<file path="config.mk">
export PLATFORM = sky130hd
export DESIGN_NAME = key_table_swap_remove
export DESIGN_NICKNAME = d
export VERILOG_FILES = /design/src/hdl/kt_pkg.sv /design/src/hdl/kt_cell.sv /design/src/hdl/key_table_swap_remove.sv
export SDC_FILE = /design/constraint.sdc
export NUM_CORES = 1
export LEC_CHECK = 0
export ABC_AREA = 1
export BUFFER_PORTS_ARGS = -buffer_cell sky130_fd_sc_hd__clkbuf_2
export CORE_UTILIZATION = 56
export DETAILED_ROUTE_END_ITERATION = 10
export PLACE_DENSITY = 0.72
export REMOVE_ABC_BUFFERS = 1
export SYNTH_ARGS = -nofsm -noshare
export SYNTH_HDL_FRONTEND = slang
export SYNTH_SLANG_ARGS = --single-unit
</file>
<file path="constraint.sdc">
create_clock -name clk -period 40.8 [get_ports clk]
set_input_delay 6.12 -clock clk [delete_from_list [all_inputs] [get_ports clk]]
set_output_delay 6.12 -clock clk [all_outputs]
set_load 0.05 [all_outputs]
</file>
<file path="src/hdl/kt_pkg.sv">
`timescale 1ns / 1ps
// Shared constants for the key table: capacity, field widths, op and status codes.
// Used by kt_cell and key_table_swap_remove; depends on nothing else.
package kt_pkg;

  // Table size and derived widths.
  localparam int CAPACITY = 64;
  localparam int IDX_W    = (CAPACITY > 1) ? $clog2(CAPACITY) : 1;
  localparam int CNT_W    = $clog2(CAPACITY + 1);

  // Fixed field widths of the ports.
  localparam int KEY_W    = 32;
  localparam int OP_W     = 3;
  localparam int SLOT_W   = 7;
  localparam int STATUS_W = 2;
  localparam int POS_W    = 7;

  // Width used to compare a slot against the count.
  localparam int CMP_W    = (CNT_W > SLOT_W) ? CNT_W : SLOT_W;

  // Operation codes.
  localparam logic [OP_W-1:0] OP_ADD        = 3'd0;
  localparam logic [OP_W-1:0] OP_REMOVE_KEY = 3'd1;
  localparam logic [OP_W-1:0] OP_REMOVE_POS = 3'd2;
  localparam logic [OP_W-1:0] OP_SEARCH     = 3'd3;
  localparam logic [OP_W-1:0] OP_CLEAR      = 3'd4;

  // Status codes.
  localparam logic [STATUS_W-1:0] ST_DONE    = 2'd0;
  localparam logic [STATUS_W-1:0] ST_PRESENT = 2'd1;
  localparam logic [STATUS_W-1:0] ST_MISSING = 2'd2;
  localparam logic [STATUS_W-1:0] ST_FULL    = 2'd3;

  typedef logic [KEY_W-1:0] key_t;

endpackage

</file>
<file path="src/hdl/kt_cell.sv">
`timescale 1ns / 1ps
// One storage cell of the key ring: holds a key and passes it on when the ring rotates.
// Depends on kt_pkg for the key type.
module kt_cell (
  input  logic          clk,
  input  logic          shift,
  input  kt_pkg::key_t  din,
  input  logic          ld,
  input  kt_pkg::key_t  ld_val,
  output kt_pkg::key_t  q
);

  kt_pkg::key_t data_r;
  kt_pkg::key_t data_nxt;

  // On a rotation the cell takes its neighbor's key, or a replacement key.
  always_comb begin
    data_nxt = data_r;
    if (shift) begin
      data_nxt = ld ? ld_val : din;
    end
  end

  // Payload register; it needs no reset.
  always_ff @(posedge clk) begin
    data_r <= data_nxt;
  end

  assign q = data_r;

endmodule

</file>
<file path="src/hdl/key_table_swap_remove.sv">
`timescale 1ns / 1ps
// Top level of the key table: a rotating ring of kt_cell instances and its sequencer.
// Depends on kt_pkg and kt_cell.

// The keys live in a ring of CAPACITY cells that, during a pass, rotates by one cell a
// cycle past a single comparator at the head; one full revolution brings every key back
// to its place. Add, search and remove take one revolution to scan; a successful remove
// takes a second revolution that writes the last key into the freed position. Clear,
// an invalid remove position and an unknown op code take no revolution. Each item is
// accepted in the idle state and is then reported from the result stage, which waits
// until the output register is free. One item is worked on at a time; the next input
// beat is accepted once the result has moved into the output register.
// After reset the table is empty; no clearing pass is needed.
module key_table_swap_remove (
  input  logic                          clk,
  input  logic                          rst_n,
  input  logic                          in_valid,
  output logic                          in_stall,
  input  logic [kt_pkg::OP_W-1:0]       in_op,
  input  logic [kt_pkg::KEY_W-1:0]      in_key,
  input  logic [kt_pkg::SLOT_W-1:0]     in_slot,
  output logic                          out_valid,
  input  logic                          out_stall,
  output logic [kt_pkg::STATUS_W-1:0]   out_status,
  output logic                          out_found,
  output logic [kt_pkg::POS_W-1:0]      out_where,
  output logic [kt_pkg::POS_W-1:0]      out_count_now
);

  localparam logic [1:0] S_IDLE  = 2'd0;
  localparam logic [1:0] S_SCAN  = 2'd1;
  localparam logic [1:0] S_WRITE = 2'd2;
  localparam logic [1:0] S_DONE  = 2'd3;

  localparam logic [kt_pkg::IDX_W-1:0] IDX_LAST = kt_pkg::IDX_W'(kt_pkg::CAPACITY - 1);
  localparam logic [kt_pkg::CNT_W-1:0] CNT_CAP  = kt_pkg::CNT_W'(kt_pkg::CAPACITY);

  logic [1:0]                       state_r, state_nxt;
  logic [kt_pkg::IDX_W-1:0]         idx_r, idx_nxt;
  logic [kt_pkg::CNT_W-1:0]         cnt_r, cnt_nxt;
  logic [kt_pkg::OP_W-1:0]          op_r, op_nxt;
  kt_pkg::key_t                     key_r, key_nxt;
  logic                             found_r, found_nxt;
  logic [kt_pkg::IDX_W-1:0]         pos_r, pos_nxt;
  kt_pkg::key_t                     last_r, last_nxt;
  logic [kt_pkg::STATUS_W-1:0]      res_status_r, res_status_nxt;
  logic                             res_found_r, res_found_nxt;
  logic [kt_pkg::POS_W-1:0]         res_where_r, res_where_nxt;
  logic                             out_valid_r, out_valid_nxt;
  logic [kt_pkg::STATUS_W-1:0]      out_status_r, out_status_nxt;
  logic                             out_found_r, out_found_nxt;
  logic [kt_pkg::POS_W-1:0]         out_where_r, out_where_nxt;
  logic [kt_pkg::POS_W-1:0]         out_count_r, out_count_nxt;

  kt_pkg::key_t                     ring_q [kt_pkg::CAPACITY];
  kt_pkg::key_t                     head;
  logic                             shift;
  logic                             tail_ld;
  kt_pkg::key_t                     tail_val;
  logic                             in_acc;
  logic                             out_free;
  logic [kt_pkg::CNT_W-1:0]         idx_ext;
  logic                             in_range;
  logic                             hit;
  logic                             fnd_all;
  logic [kt_pkg::IDX_W-1:0]         pos_all;
  logic                             slot_bad;

  // Ring of cells: each takes its right neighbor's key; the tail takes the head.
  for (genvar i = 0; i < kt_pkg::CAPACITY; i++) begin : g_ring
    if (i == kt_pkg::CAPACITY - 1) begin : g_tail
      kt_cell u_cell (
        .clk    (clk),
        .shift  (shift),
        .din    (ring_q[0]),
        .ld     (tail_ld),
        .ld_val (tail_val),
        .q      (ring_q[i])
      );
    end else begin : g_body
      kt_cell u_cell (
        .clk    (clk),
        .shift  (shift),
        .din    (ring_q[i+1]),
        .ld     (1'b0),
        .ld_val ('0),
        .q      (ring_q[i])
      );
    end
  end

  assign head     = ring_q[0];
  assign shift    = (state_r == S_SCAN) || (state_r == S_WRITE);
  assign in_acc   = in_valid && !in_stall;
  assign out_free = !out_valid_r || !out_stall;
  assign idx_ext  = kt_pkg::CNT_W'(idx_r);
  assign in_range = idx_ext < cnt_r;

  // Head comparator: first match below the count, remove by position excluded.
  assign hit      = (state_r == S_SCAN) && (op_r != kt_pkg::OP_REMOVE_POS) &&
                    in_range && !found_r && (head == key_r);
  assign fnd_all  = found_r || hit;
  assign pos_all  = found_r ? pos_r : idx_r;
  assign slot_bad = (in_slot == '0) ||
                    (kt_pkg::CMP_W'(in_slot) > kt_pkg::CMP_W'(cnt_r));

  // Tail write: an add drops the key into the first free position during the scan;
  // the write pass drops the last key into the freed position.
  always_comb begin
    tail_ld  = 1'b0;
    tail_val = key_r;
    if ((state_r == S_SCAN) && (op_r == kt_pkg::OP_ADD) && !found_r &&
        (idx_ext == cnt_r)) begin
      tail_ld = 1'b1;
    end else if ((state_r == S_WRITE) && (idx_r == pos_r)) begin
      tail_ld  = 1'b1;
      tail_val = last_r;
    end
  end

  // Sequencer.
  always_comb begin
    state_nxt      = state_r;
    idx_nxt        = idx_r;
    cnt_nxt        = cnt_r;
    op_nxt         = op_r;
    key_nxt        = key_r;
    found_nxt      = found_r;
    pos_nxt        = pos_r;
    last_nxt       = last_r;
    res_status_nxt = res_status_r;
    res_found_nxt  = res_found_r;
    res_where_nxt  = res_where_r;
    out_valid_nxt  = out_valid_r && out_stall;
    out_status_nxt = out_status_r;
    out_found_nxt  = out_found_r;
    out_where_nxt  = out_where_r;
    out_count_nxt  = out_count_r;

    if (shift) begin
      idx_nxt = (idx_r == IDX_LAST) ? '0 : idx_r + 1'b1;
    end

    unique case (state_r)
      S_IDLE: begin
        if (in_acc) begin
          op_nxt         = in_op;
          key_nxt        = in_key;
          found_nxt      = 1'b0;
          pos_nxt        = kt_pkg::IDX_W'(in_slot - 1'b1);
          res_status_nxt = kt_pkg::ST_DONE;
          res_found_nxt  = 1'b0;
          res_where_nxt  = '0;
          priority case (in_op)
            kt_pkg::OP_ADD, kt_pkg::OP_REMOVE_KEY, kt_pkg::OP_SEARCH: begin
              state_nxt = S_SCAN;
            end
            kt_pkg::OP_REMOVE_POS: begin
              if (slot_bad) begin
                res_status_nxt = kt_pkg::ST_MISSING;
                state_nxt      = S_DONE;
              end else begin
                state_nxt = S_SCAN;
              end
            end
            kt_pkg::OP_CLEAR: begin
              cnt_nxt   = '0;
              state_nxt = S_DONE;
            end
            default: begin
              state_nxt = S_DONE;
            end
          endcase
        end
      end

      S_SCAN: begin
        if (hit) begin
          found_nxt = 1'b1;
          pos_nxt   = idx_r;
        end
        if ((cnt_r != '0) && (idx_ext == cnt_r - 1'b1)) begin
          last_nxt = head;
        end
        // End of the revolution: every stored key has passed the head.
        if (idx_r == IDX_LAST) begin
          state_nxt = S_DONE;
          priority case (op_r)
            kt_pkg::OP_ADD: begin
              if (fnd_all) begin
                res_status_nxt = kt_pkg::ST_PRESENT;
                res_found_nxt  = 1'b1;
                res_where_nxt  = kt_pkg::POS_W'(kt_pkg::CNT_W'(pos_all) + 1'b1);
              end else if (cnt_r >= CNT_CAP) begin
                res_status_nxt = kt_pkg::ST_FULL;
              end else begin
                cnt_nxt = cnt_r + 1'b1;
              end
            end
            kt_pkg::OP_REMOVE_KEY: begin
              if (fnd_all) begin
                res_found_nxt = 1'b1;
                res_where_nxt = kt_pkg::POS_W'(kt_pkg::CNT_W'(pos_all) + 1'b1);
                pos_nxt       = pos_all;
                state_nxt     = S_WRITE;
              end else begin
                res_status_nxt = kt_pkg::ST_MISSING;
              end
            end
            kt_pkg::OP_REMOVE_POS: begin
              state_nxt = S_WRITE;
            end
            default: begin
              if (fnd_all) begin
                res_found_nxt = 1'b1;
                res_where_nxt = kt_pkg::POS_W'(kt_pkg::CNT_W'(pos_all) + 1'b1);
              end else begin
                res_status_nxt = kt_pkg::ST_MISSING;
              end
            end
          endcase
        end
      end

      S_WRITE: begin
        if (idx_r == IDX_LAST) begin
          cnt_nxt   = cnt_r - 1'b1;
          state_nxt = S_DONE;
        end
      end

      S_DONE: begin
        if (out_free) begin
          out_valid_nxt  = 1'b1;
          out_status_nxt = res_status_r;
          out_found_nxt  = res_found_r;
          out_where_nxt  = res_where_r;
          out_count_nxt  = kt_pkg::POS_W'(cnt_r);
          state_nxt      = S_IDLE;
        end
      end

      default: begin
        state_nxt = S_IDLE;
      end
    endcase
  end

  // Control registers.
  always_ff @(posedge clk) begin
    if (!rst_n) begin
      state_r     <= S_IDLE;
      idx_r       <= '0;
      cnt_r       <= '0;
      out_valid_r <= 1'b0;
    end else begin
      state_r     <= state_nxt;
      idx_r       <= idx_nxt;
      cnt_r       <= cnt_nxt;
      out_valid_r <= out_valid_nxt;
    end
  end

  // Payload registers.
  always_ff @(posedge clk) begin
    op_r         <= op_nxt;
    key_r        <= key_nxt;
    found_r      <= found_nxt;
    pos_r        <= pos_nxt;
    last_r       <= last_nxt;
    res_status_r <= res_status_nxt;
    res_found_r  <= res_found_nxt;
    res_where_r  <= res_where_nxt;
    out_status_r <= out_status_nxt;
    out_found_r  <= out_found_nxt;
    out_where_r  <= out_where_nxt;
    out_count_r  <= out_count_nxt;
  end

  assign in_stall      = (state_r != S_IDLE);
  assign out_valid     = out_valid_r;
  assign out_status    = out_status_r;
  assign out_found     = out_found_r;
  assign out_where     = out_where_r;
  assign out_count_now = out_count_r;

  // The count never exceeds the capacity.
  a_cnt_cap: assert property (@(posedge clk) disable iff (!rst_n)
    cnt_r <= CNT_CAP)
    else $error("entry count above capacity");

  // The ring is aligned whenever the sequencer is idle or reporting.
  a_ring_aligned: assert property (@(posedge clk) disable iff (!rst_n)
    ((state_r == S_IDLE) || (state_r == S_DONE)) |-> (idx_r == '0))
    else $error("ring not aligned outside a pass");

  // Only a remove runs the write pass.
  a_write_remove: assert property (@(posedge clk) disable iff (!rst_n)
    (state_r == S_WRITE) |->
      ((op_r == kt_pkg::OP_REMOVE_KEY) || (op_r == kt_pkg::OP_REMOVE_POS)))
    else $error("write pass for an op that removes nothing");

  // A new result beat comes only from the result stage.
  a_out_src: assert property (@(posedge clk) disable iff (!rst_n)
    $rose(out_valid_r) |-> ($past(state_r) == S_DONE))
    else $error("result beat without a finished item");

  // A write pass always lowers the count by one.
  a_write_dec: assert property (@(posedge clk) disable iff (!rst_n)
    ((state_r == S_WRITE) && (idx_r == IDX_LAST)) |=> (cnt_r == $past(cnt_r) - 1'b1))
    else $error("remove did not lower the count");

endmodule
</file>
==> results.yml, run 1 <==
clocking:
  clk_pin_slew_worst_paths_ns: 0.06
  clkLatencyLatePin_ns: 0.81
  cts_tree: "built"
  cts_buffer_depth: 3
  clock-sinks: 2165
  cts_buffers: 197
  cts_root_buf: "clkbuf_16"
  cts_htree_levels: 4
  cts_setup_buffers: 0
  cts_resized: 0
  hold_buffers: 0
synthesis:
  synthArstFlopShare_pct: 0
  synthTopCellsByArea: "edfxtp_1, nand2_1, inv_1, dfxtp_1, nand3_1"
  synthCells: 2751
  netlist.area_leader.share_pct: 95.05
  synth_largest_area_cell: "edfxtp_1"
  synth.distinct_cells: 42
  synth_edf_count: 2149
  yosysWarnings: 0
  synth.cell_area_um2: 67890
  synth-seq-cells: 2165
  syn_area_per_cell_um2: 24.68
  synth-main-ff-cell: "edfxtp_1"
  ys_seq_area_share_pct: 95.52
drt:
  num_vias: 25110
  first_iter_violations: 2440
  drcViolationCount: 0
  routed_wl_mm: 98.69
  drt_pass1_iterations: 5
  ant_nets: 0
  via_per_inst: 5.236
  avgRoutedWirePerCell_um: 20.58
die:
  dieArea_um2: 122600
  start_util_pct: 56.52
  die_x_um: 350.2
  fp-row-count: 127
  ios: 65
  fp.coreArea_um2: 120100
  die_h_um: 350.2
power:
  irDropWorstVdd_mv: 0.08631
  p_leak_nw: 23.44
  power_mw: 6.741
  powerDensity_nw_per_um2: 88.03
status:
  outcome: "completed"
global_route:
  grt_pass1_wl_mm: 153.2
  grt_antenna_before_repair: 0
  grt_pass1_vias: 25370
  overflow: 0
  grt_max_degree: 183
  grt_use_total_pct: 16.76
place:
  dp_hpwl_mm: 43.93
  gp_congestion: 0.7876
  place_area_um2: 70440
  io_buffers: 64
sta:
  hold_viol: 0
  skew_ns: 0.02084
  worst_pin_slew_ns: 1.137
  tns_ns: 0
  fin_crit_sh_pct: 19.78
  fmax_mhz: 123.9
  period_needed_ns: 8.069
  setup_viol: 0
  rsz0062_at_grt: "no"
  slew_headroom_pct: 24.18
  final_max_slew_viol_count: 0
layout:
  fin_util_pct: 63.75
  regArea_um2: 64850
  diodes: 0
  multi_input_area_um2: 2654
  fillers: 7524
  area_growth_syn_to_layout_pct: 12.79
  drive_gt1_share_pct: 12.03
  nets: 3094
  final_area_um2: 76580
min_path:
  hold-path-cell-count: 0
  holdCritPathClass: "reg2reg"
worst_setup_path:
  r2r_cells: 6
  start_kind: "register"
  arrival_ns: 1.95
  cp_max_fo: 5
  cp-end-kind: "primary output"
  crit_required_ns: 34.68
  worst-setup-path-type: "reg2out"
flow_run:
  drv_cap: 0
[power breakdown]
group | internal, mW | switching [mW] | total, mW
clock network | 0.973 | 0.780 | 1.75
registers | 3.89 | 0.263 | 4.16
logic | 0.0749 | 0.756 | 0.831
[layout by cell type, fill, tap and decap left out, drive strengths merged, types with 23 or more instances in the layout]
cell type,Yosys,layout
a21oi,25,25
buf,7,30
nand3,61,61
inv,95,105
clkinv,0,88
clkbuf,12,302
nor2,67,67
o21ai,31,31
edfxtp,2149,2149
o211ai,36,36
nand2,164,164
ha,23,23
[final cells by class]
class,count,area share (%)
clock inverters,119,1.381
inverters,95,0.4657
multi-input cells,472,3.465
clock buffers,238,6.638
well taps,1612,2.634
flip-flops and latches,2165,84.69
repair buffers,94,0.7287
[cell families after synthesis]
logic type	Yosys count	synth area share, %
simple gates	318	2.071
fa+ha+maj	23	0.4239
xor+xnor	29	0.3741
flops	2165	95.52
buf+inv	114	0.6524
compound gates	102	0.9583
[Yosys cell counts (3+ instances only)]
library cell	n
nor4_1	3
dfxtp_1	16
buf_2	6
nand3_1	59
xor2_1	17
nor2_1	65
nand4_1	5
inv_2	3
o211ai_1	36
ha_1	23
a21oi_1	25
or2_2	3
o21ai_0	30
nand2_4	3
nand2_1	160
xnor2_1	12
inv_1	92
clkbuf_1	12
nor3_1	9
edfxtp_1	2149
[layer usage]
metal | routed length, um | share of wire [%] | GRT usage [%] | vias up
met3 | 5564 | 5.6 | 3.748 | 160
met4 | 2301 | 2.3 | 5.943 | 0
li1 | - | - | - | 11350
met5 | 0 | 0 | 0 | -
met1 | 45720 | 46 | 25.38 | 12810
met2 | 45100 | 46 | 24.36 | 787
[worst max-delay path: stages (launching register included)]
cell,delay [ns]
dfxtp_1,0.39
inv_1,0.13
ha_4,0.19
inv_1,0.14
clkbuf_2,0.30
[final timing paths]
| check | startpoint | to | slack [ns] |
|---|---|---|---|
| max | state_r[0] | in_stall | 32.73 |
| min | g_ring[58].g_body.u_cell.q[18] | g_ring[57].g_body.u_cell.q[18] | 0.41 |
| max reg2reg | state_r[1] | g_ring[5].g_body.u_cell.q[20] | 35.30 |
| min reg2reg | g_ring[58].g_body.u_cell.q[18] | g_ring[57].g_body.u_cell.q[18] | 0.41 |
[stage by stage]
stage                     hold slack [ns]  std cells  worst slack [ns]
final                              0.4072       4795             32.73
after global routing               0.4064       4795             32.60
after CTS                          0.4039       4795             32.67
after detailed placement           0.4045       4438             33.08
after global placement             0.4005       4438             33.09
after floorplan                    0.4003       2732            -9.097
[sequential cells by signal, indices dropped and copies added, names as in the netlist, 3 cells and up]
register,count
g_ring.g_tail.u_cell.q,32
key_r,32
op_r,3
out_where,7
last_r,32
res_where_r,7
out_count_now,7
g_ring.g_body.u_cell.q,2016
pos_r,6
idx_r,6
cnt_r,7
(Power assumes the default switching activity.)
==> inputs of run 2 (changes only) <==
==> constraint.sdc (replaced) <==
create_clock -name clk -period 6.85 [get_ports clk]
set_input_delay 1.0275 -clock clk [delete_from_list [all_inputs] [get_ports clk]]
set_output_delay 1.0275 -clock clk [all_outputs]
set_load 0.05 [all_outputs]
==> run 2 against run 1 <==
  * Routed wire length increased by 0.18%
  * Power rose to 6.0 times the previous value
  * Largest cell class unchanged
  * Die area did not move
  * First-iteration DRC count fell by 0.49%
  * Core utilization about the same
  * Cell count fell by 0.23%
  * Largest power group unchanged
  * Critical endpoint is now g_ring[63].g_tail.u_cell.q[3]
  * Clock power increased to 6.0 times the previous value
  * Highest routed layer unchanged
==> results.yml, run 2 (synthesized netlist as in run 1, its figures left out) <==
status:
  outcome: "completed"
sta:
  tns_ns: 0
  final_max_slew_viol_count: 0
  skew_ns: 0.02553
  hold_viol: 0
  period_needed_ns: 3.124
  slew_headroom_pct: 23.25
  rsz0062_at_grt: "no"
  worst_pin_slew_ns: 1.151
  hold_slack_ns: 0.4028
  fmax_mhz: 320.1
  fin_crit_sh_pct: 45.61
  setup_viol: 0
layout:
  layout_commonest_cell: "edfxtp_1"
  fin_cells: 4784
  diodes: 0
  area_growth_syn_to_layout_pct: 12.88
  drive_gt1_share_pct: 11.79
  layout_common_cells: "edfxtp_1, clkbuf_16, nand2_1, inv_1, nor2_1"
  largest_reg_flops: 2016
  nets: 3086
  fin_util_pct: 63.79
worst_setup_path:
  cp_max_fo: 64
  slowest_delay_ns: 0.92
  arrival_ns: 3.61
  reg2reg_slack_ns: 3.73
  critPathTopFamily: "simple AND/OR/NAND/NOR gates"
  crit_start: "state_r[1]"
  crit_cells: 7
  r2r_cells: 7
  worst-setup-path-type: "reg2reg"
  crit_path_end: "g_ring[63].g_tail.u_cell.q[3]"
  start_kind: "register"
  cp-end-kind: "register"
  crit_buf_inv: 2
  crit_required_ns: 7.34
  reg2reg_from: "state_r[1]"
  crit_chain: "inv_1, ha_1, inv_2, nor4_4, nand4_4, nand3_1, o211ai_1"
  r2r_end: "g_ring[63].g_tail.u_cell.q[3]"
  critPathSlowestCell: "nand4_4"
clocking:
  cts_setup_buffers: 0
  cts_tree: "built"
  cts_resized: 0
  cts_htree_levels: 4
  cts_root_buf: "clkbuf_16"
  clkLatencyLatePin_ns: 0.78
  cts_buffers: 193
  cts_buffer_depth: 3
  clock-sinks: 2165
  clk_pin_slew_worst_paths_ns: 0.07
  hold_buffers: 0
place:
  gp_congestion: 0.7913
  io_buffers: 64
  dp_hpwl_mm: 42.74
  placed_cells: 4434
global_route:
  grt_max_degree: 220
  grt_antenna_before_repair: 1
  overflow: 0
  grt_use_total_pct: 16.53
  grt_pass1_wl_mm: 152.4
  grt_pass1_vias: 25290
drt:
  routed_wl_mm: 98.87
  avgRoutedWirePerCell_um: 20.67
  ant_nets: 0
  via_per_inst: 5.256
  drt_pass1_iterations: 7
  num_vias: 25140
  drcViolationCount: 0
  first_iter_violations: 2428
die:
  start_util_pct: 56.52
  fp-row-count: 127
  fp.coreArea_um2: 120100
  ios: 65
  dieArea_um2: 122600
  die_h_um: 350.2
  die_x_um: 350.2
power:
  powerDensity_nw_per_um2: 525.0
  irDropWorstVdd_mv: 0.6291
  p_leak_nw: 23.44
flow_run:
  drv_cap: 0
min_path:
  holdCritPathClass: "reg2reg"
-- run 2: metal layers --
layer / part of all wire, % / vias up / GRT usage, %
met1: 47 / 12940 / 25.39
met5: 0 / - / 0
li1: - / 11330 / -
met4: 2.1 / 0 / 5.156
met2: 45 / 718 / 24.20
met3: 5.6 / 165 / 3.404
-- run 2: how the worst min path moves through the flow --
| stage | start | end | depth (start not counted) |
|---|---|---|---|
| 6_report | g_ring[9].g_body.u_cell.q[25] | g_ring[8].g_body.u_cell.q[25] | 0 |
| 5_1_grt | g_ring[18].g_body.u_cell.q[26] | g_ring[17].g_body.u_cell.q[26] | 0 |
| 4_1_cts | in_op[1] | op_r[1] | 1 |
| 3_5_place_dp | g_ring[12].g_body.u_cell.q[17] | g_ring[11].g_body.u_cell.q[17] | 0 |
| 3_3_place_gp | g_ring[63].g_tail.u_cell.q[18] | g_ring[62].g_body.u_cell.q[18] | 0 |
| 2_1_floorplan | g_ring[1].g_body.u_cell.q[0] | g_ring[0].g_body.u_cell.q[0] | 0 |
-- run 2: through the flow --
stage          area [um2]  setup WS [ns]  power [mW]
6_report            76640          3.726       40.23
5_1_grt             76640          3.539       41.99
4_1_cts             76640          3.675       40.74
3_5_place_dp        70520          3.784       29.85
3_3_place_gp        70520          4.011       29.49
2_1_floorplan       67810         -43.05       18.48
-- run 2: area by class of cell --
type                    instances  area, um2
clock buffers                 231       4994
clock inverters               119       1122
fillers                      7553      43490
inverters                      95      356.6
multi-input cells             472       2654
flip-flops and latches       2165      64850
well taps                    1612       2017
repair buffers                 90      640.6
-- run 2: power breakdown --
part	leakage [nW]	switching, mW	internal (mW)
sequential	18.4	1.52	23.1
clock	2.96	4.66	5.79
combinational	2.07	4.56	0.558
total	23.4	10.7	29.5
